<file path="src/rtl/core/eps_pkg.sv">
`timescale 1ns / 1ps
// ----------------------------------------------------------------------------
// eps_pkg
// Shared types and constants of the enable power sequencer.
// ----------------------------------------------------------------------------
package eps_pkg;

  localparam int unsigned CntW = 16;
  localparam int unsigned CfgIdxW = 2;

  typedef logic [CntW-1:0] cnt_t;

  typedef enum logic [2:0] {
    PH_STOPPED = 3'd0,
    PH_DEB1    = 3'd1,
    PH_DEB2    = 3'd2,
    PH_DEB3    = 3'd3,
    PH_SETTLE  = 3'd4,
    PH_STARTED = 3'd5,
    PH_KEEP    = 3'd6
  } phase_t;

  typedef enum logic [CfgIdxW-1:0] {
    REG_SETTLE_TICKS = 2'd0,
    REG_KEEP_TICKS   = 2'd1,
    REG_FORCE_ENABLE = 2'd2
  } cfg_reg_t;

  localparam cnt_t SettleReset = 16'd10;
  localparam cnt_t KeepReset   = 16'd10;

  typedef struct packed {
    cnt_t settle_ticks;
    cnt_t keep_ticks;
    logic force_enable;
  } cfg_t;

endpackage

</file>
<file path="src/rtl/core/eps_seq.sv">
`timescale 1ns / 1ps
// ----------------------------------------------------------------------------
// eps_seq
// Next-state logic of the sequencer: countdown step and phase transition
// for one poll.
// ----------------------------------------------------------------------------
module eps_seq import eps_pkg::*; (
  input  logic [2:0] phase_i,
  input  cnt_t       cnt_i,
  input  logic       en_i,
  input  logic       tick_i,
  input  cfg_t       cfg_i,
  output logic [2:0] phase_o,
  output cnt_t       cnt_o
);

  cnt_t cnt_dec;

  assign cnt_dec = (tick_i && (cnt_i != '0)) ? cnt_i - cnt_t'(1) : cnt_i;

  always_comb begin
    phase_o = phase_i;
    cnt_o   = cnt_dec;
    unique case (phase_i)
      PH_STOPPED, PH_DEB1, PH_DEB2: begin
        phase_o = en_i ? phase_i + 3'd1 : PH_STOPPED;
      end
      PH_DEB3: begin
        if (!en_i) begin
          phase_o = PH_STOPPED;
        end else begin
          phase_o = PH_SETTLE;
          cnt_o   = cfg_i.settle_ticks;
        end
      end
      PH_SETTLE: begin
        if (en_i) begin
          if (cnt_dec == '0) phase_o = PH_STARTED;
        end else begin
          phase_o = PH_KEEP;
          cnt_o   = cfg_i.keep_ticks;
        end
      end
      PH_STARTED: begin
        if (!en_i) begin
          phase_o = PH_KEEP;
          cnt_o   = cfg_i.keep_ticks;
        end
      end
      PH_KEEP: begin
        if (en_i) begin
          phase_o = PH_STARTED;
        end else if (cnt_dec == '0) begin
          phase_o = PH_STOPPED;
        end
      end
      default: begin
        phase_o = phase_i;
      end
    endcase
  end

endmodule

</file>
<file path="src/rtl/core/enable_power_sequencer.sv">
`timescale 1ns / 1ps
// ----------------------------------------------------------------------------
// enable_power_sequencer
// Debounces an enable input, starts PWM, asserts enable-out after a settle
// time and keeps PWM running for a hold time after enable falls.
// ----------------------------------------------------------------------------
// One poll transaction is accepted per clock while the output register is
// not stalled: the poll is captured in an input register, the sequencer
// steps in short logic (a 16-bit decrement and the phase decode), and the
// result is held in an output register. Both stages stall only while the
// output register is full and not taken. Configuration is written through
// the cfg_ channel, which is always ready.
module enable_power_sequencer import eps_pkg::*; (
  input  logic               clk,
  input  logic               rst_n,
  input  logic               in_valid,
  output logic               in_ready,
  input  logic               in_enable_level,
  input  logic               in_tick,
  output logic               out_valid,
  input  logic               out_ready,
  output logic               out_enable_out,
  output logic               out_pwm_on,
  output logic               out_controls_on,
  output logic [2:0]         out_phase,
  input  logic               cfg_valid,
  output logic               cfg_ready,
  input  logic [CfgIdxW-1:0] cfg_index,
  input  logic [CntW-1:0]    cfg_data
);

  cfg_t       cfg_r;
  logic       s1_valid_r;
  logic       s1_en_r;
  logic       s1_tick_r;
  logic [2:0] phase_r;
  cnt_t       cnt_r;
  logic [2:0] phase_nxt;
  cnt_t       cnt_nxt;
  logic       advance;
  logic       step;
  logic       en;

  assign cfg_ready = 1'b1;
  assign advance   = !out_valid || out_ready;
  assign in_ready  = !s1_valid_r || advance;
  assign step      = s1_valid_r && advance;
  assign en        = s1_en_r || cfg_r.force_enable;

  eps_seq u_seq (
    .phase_i (phase_r),
    .cnt_i   (cnt_r),
    .en_i    (en),
    .tick_i  (s1_tick_r),
    .cfg_i   (cfg_r),
    .phase_o (phase_nxt),
    .cnt_o   (cnt_nxt)
  );

  always_ff @(posedge clk) begin
    if (!rst_n) begin
      cfg_r.settle_ticks <= SettleReset;
      cfg_r.keep_ticks   <= KeepReset;
      cfg_r.force_enable <= 1'b0;
    end else if (cfg_valid && cfg_ready) begin
      case (cfg_index)
        REG_SETTLE_TICKS: cfg_r.settle_ticks <= cfg_data;
        REG_KEEP_TICKS:   cfg_r.keep_ticks   <= cfg_data;
        REG_FORCE_ENABLE: cfg_r.force_enable <= cfg_data[0];
        default: ;
      endcase
    end
  end

  always_ff @(posedge clk) begin
    if (!rst_n) begin
      s1_valid_r <= 1'b0;
      out_valid  <= 1'b0;
      phase_r    <= PH_STOPPED;
      cnt_r      <= '0;
    end else begin
      if (in_ready) s1_valid_r <= in_valid;
      if (advance) out_valid <= s1_valid_r;
      if (step) begin
        phase_r <= phase_nxt;
        cnt_r   <= cnt_nxt;
      end
    end
  end

  always_ff @(posedge clk) begin
    if (in_valid && in_ready) begin
      s1_en_r   <= in_enable_level;
      s1_tick_r <= in_tick;
    end
    if (step) begin
      out_enable_out  <= (phase_nxt == PH_STARTED);
      out_controls_on <= (phase_nxt == PH_STARTED);
      out_pwm_on      <= (phase_nxt == PH_SETTLE) || (phase_nxt == PH_STARTED) ||
                         (phase_nxt == PH_KEEP);
      out_phase       <= phase_nxt;
    end
  end

  // keep expiring with enable low stops the sequencer
  a_keep_expire : assert property (@(posedge clk) disable iff (!rst_n)
    step && (phase_r == PH_KEEP) && !en && (cnt_nxt == '0) |=> phase_r == PH_STOPPED)
    else $error("keep expiry did not stop");

  // countdown only rises on a load from settle or keep
  a_cnt_no_rise : assert property (@(posedge clk) disable iff (!rst_n)
    step && (phase_r != PH_DEB3) && (phase_r != PH_SETTLE) && (phase_r != PH_STARTED)
    |=> cnt_r <= $past(cnt_r))
    else $error("countdown rose without a load");

  // sequencer state moves only with a stepped poll
  a_state_hold : assert property (@(posedge clk) disable iff (!rst_n)
    !step |=> $stable(phase_r) && $stable(cnt_r))
    else $error("state changed without a poll");

  // result phase agrees with the registered state
  a_out_phase : assert property (@(posedge clk) disable iff (!rst_n)
    $past(step) |-> (out_phase == phase_r) && out_valid)
    else $error("result phase mismatch");

endmodule
</file>
<file path="config.mk">
export PLATFORM = sky130hd
export DESIGN_NAME = enable_power_sequencer
export DESIGN_NICKNAME = d
export VERILOG_FILES = /design/src/rtl/core/eps_pkg.sv /design/src/rtl/core/eps_seq.sv /design/src/rtl/core/enable_power_sequencer.sv
export SDC_FILE = /design/constraint.sdc
export NUM_CORES = 1
export LEC_CHECK = 0
export BUFFER_PORTS_ARGS = -buffer_cell sky130_fd_sc_hd__buf_2
export CAP_MARGIN = 25
export CORE_MARGIN = 3
export CORE_UTILIZATION = 54
export DETAILED_ROUTE_END_ITERATION = 12
export HOLD_SLACK_MARGIN = 0.15
export PLACE_DENSITY = 0.75
export REMOVE_ABC_BUFFERS = 1
export SLEW_MARGIN = 15
export SYNTH_ARGS = -nofsm -noshare
export SYNTH_HDL_FRONTEND = slang
export SYNTH_SLANG_ARGS = --single-unit
export TNS_END_PERCENT = 20
</file>
<file path="constraint.sdc">
create_clock -name clk -period 8.4 [get_ports clk]
set_clock_uncertainty 0.05 [all_clocks]
set_input_delay 1.26 -clock clk [delete_from_list [all_inputs] [get_ports clk]]
set_output_delay 1.26 -clock clk [all_outputs]
set_load 0.03 [all_outputs]
</file>
==> results.json <==
{
  "status": "completed",
  "initial_core_util": 0.567,
  "synth_area_um2": 3390,
  "max_freq_ghz": 0.292,
  "hpwl_um": 5820,
  "syn_inst": 423,
  "p_sw_frac": 0.312,
  "first_global_vias": 2909,
  "syn2layout_area_growth_pct": 8.04,
  "end_kind": "flip-flop",
  "setup_slack_ns": 4.97,
  "period_share": 0.408,
  "gp_congestion": 0.936,
  "vias": 3207,
  "cts_setup_buffers": 0,
  "synth_top_family_by_area": "compound AO/OA/AOI/OAI gates",
  "yosysSeqAreaShare": 0.380,
  "syn_area_per_cell_um2": 8.02,
  "htree_levels": 3,
  "internal_power_uw": 471,
  "finalSetupTns_ns": 0,
  "p_clk_frac": 0.335,
  "crit_start": "cnt_r[0]$_SDFFE_PN0P_",
  "worstPathArrival_ns": 3.47,
  "min-delay-path-class": "flip-flop to flip-flop",
  "path_clk_slew_ns": 0.07,
  "portBuffers": 32,
  "p_leak_uw": 0.00140,
  "final_cell_mix": "78 x nand2_1, 60 x a21oi_1, 54 x dfxtp_1, 32 x buf_2, 27 x nor2_1",
  "grt_max_degree": 42,
  "min_from": "cfg_r[19]$_SDFFE_PN0P_",
  "fin_cells": 514,
  "rows": 28,
  "clockBufferDepth": 2,
  "drive_gt1_frac": 0.157,
  "ys_async_sr_fraction": 0,
  "layout_commonest_cell": "nand2_1",
  "p_per_area_nw_per_um2": 187,
  "drcViolationCount": 0,
  "routed_wl_um": 8250,
  "setup_viol": 0,
  "hold_viol": 0,
  "required_ns": 8.45,
  "io_pins": 34,
  "synth_edf_count": 7,
  "n_antenna_cell": 0,
  "avgRoutedWirePerCell_um": 16.0,
  "drt_pass1_iterations": 6,
  "rsz0062_at_grt": "false",
  "start_kind": "flip-flop",
  "synth.distinct_cells": 64,
  "n_fill_cell": 545,
  "cap_violations": 0,
  "switchingPower_uw": 214,
  "crit_type": "flip-flop to flip-flop",
  "ys_ff_latch": 61,
  "postCtsResizedCells": 0,
  "hold_buffers": 0,
  "fin_util": 0.612,
  "cts-root-buf": "clkbuf_8",
  "synthAdderAreaFrac": 0.0221,
  "die_area_um2": 7270,
  "final_area_um2": 3670,
  "grt-ovfl-total": 0,
  "combPwrFrac": 0.190,
  "regArea_um2": 1290,
  "dp_slack_ns": 4.76,
  "slew_violations": 0,
  "seqPwrFrac": 0.475,
  "dp.cells": 497,
  "multi_input_area_um2": 1890,
  "yosys_warnings": 0,
  "timing.slew.headroom": 0.349,
  "finalNetCount": 465,
  "die_w_um": 85.3,
  "placed_cell_area_um2": 3490,
  "cts_sinks": 61,
  "path_max_fanout": 10,
  "synthXorXnorAreaFrac": 0.0155,
  "timing.rr.start": "cnt_r[0]$_SDFFE_PN0P_",
  "synth-simple-area-share": 0.245,
  "drt_iter0_drc": 447,
  "period_needed_ns": 3.43,
  "cts_buffers": 9,
  "peakVddDrop_mv": 0.135,
  "routed_via_density": 6.24,
  "grt_usage": 0.241,
  "antenna_found_initial": 0,
  "postRouteAntennaNets": 0,
  "clkLatencyLatePin_ns": 0.35,
  "synth_compound_area_frac": 0.268,
  "ys.flop_type": "dfxtp_1",
  "muxShareOfSynthArea": 0.00295,
  "worst_slew_pin_slew_ns": 0.977,
  "cts_tree": "done",
  "coreArea_um2": 5990,
  "die_h_um": 85.3,
  "grt_pass1_wl_um": 14100
}
[sequential cells by signal, indices dropped and copies added, names as in the netlist]
signal,flops
cfg_r,33
cnt_r,16
out_phase,3
phase_r,3
out_controls_on,1
out_pwm_on,1
out_valid,1
s1_en_r,1
s1_tick_r,1
s1_valid_r,1
[area by class of cell]
type	count	area share
flip-flops and latches	61	0.352
well taps	75	0.0256
clock inverters	5	0.00751
multi-input cells	315	0.514
clock buffers	11	0.0386
repair buffers	35	0.0498
inverters	12	0.0123
[power groups by stage]
| stage | clock [uW] | sequential [uW] | combinational (uW) |
|---|---|---|---|
| floorplan | 0 | 330 | 93.0 |
| global placement | 0 | 331 | 126 |
| detailed placement | 0 | 331 | 128 |
| CTS | 231 | 325 | 129 |
| global route | 246 | 327 | 144 |
| finish | 229 | 325 | 130 |
[per-layer routing]
layer | up-vias | part of all wire | track usage
met2 | 118 | 0.44 | 0.369
met5 | - | 0 | 0
met4 | 0 | 0.015 | 0.0892
met3 | 12 | 0.074 | 0.0485
li1 | 1557 | - | -
met1 | 1520 | 0.47 | 0.335
[synthesized netlist by cell type, types with 7 or more instances]
| library cell | number | area (um^2) |
|---|---|---|
| nand2_1 | 78 | 293 |
| a21oi_1 | 60 | 300 |
| dfxtp_1 | 54 | 1080 |
| nor2_1 | 27 | 101 |
| clkbuf_1 | 26 | 97.6 |
| o21ai_0 | 20 | 100 |
| inv_1 | 12 | 45.0 |
| a221oi_1 | 11 | 96.3 |
| nand3_1 | 10 | 50.1 |
| nor4_1 | 9 | 56.3 |
| edfxtp_1 | 7 | 210 |
[path summary, 6_finish.rpt]
check,endpoint,slack (ns),cells past startpoint
max reg2reg,out_pwm_on$_DFFE_PP_,4.97,10
min reg2reg,cfg_r[19]$_SDFFE_PN0P_,0.41,2
min,cfg_r[19]$_SDFFE_PN0P_,0.41,2
max,out_pwm_on$_DFFE_PP_,4.97,10
[per-stage QoR]
step	hold WS, ns	power, uW
6_report	0.405	685
5_1_grt	0.434	717
4_1_cts	0.407	685
3_5_place_dp	0.398	459
3_3_place_gp	0.394	457
2_1_floorplan	0.386	423
[worst max-delay path, stage by stage, from the launching register on]
cell and delay (ns):
dfxtp_1 0.35, inv_1 0.09, ha_1 0.27, or3b_1 0.53, o41ai_4 0.63, nor4_1 0.14
xor2_1 0.33, nor4_4 0.10, a2111o_1 0.45, o211ai_2 0.13, a21oi_1 0.11
[logic make-up after synthesis]
| kind of cell | count (synthesis) |
|---|---|
| simple gates | 167 |
| compound gates | 134 |
| flops | 61 |
| buf+inv | 47 |
| fa+ha+maj | 6 |
| xor+xnor | 6 |
| other cells | 1 |
| mux | 1 |
Note: power is estimated with default switching activity, not from simulation.
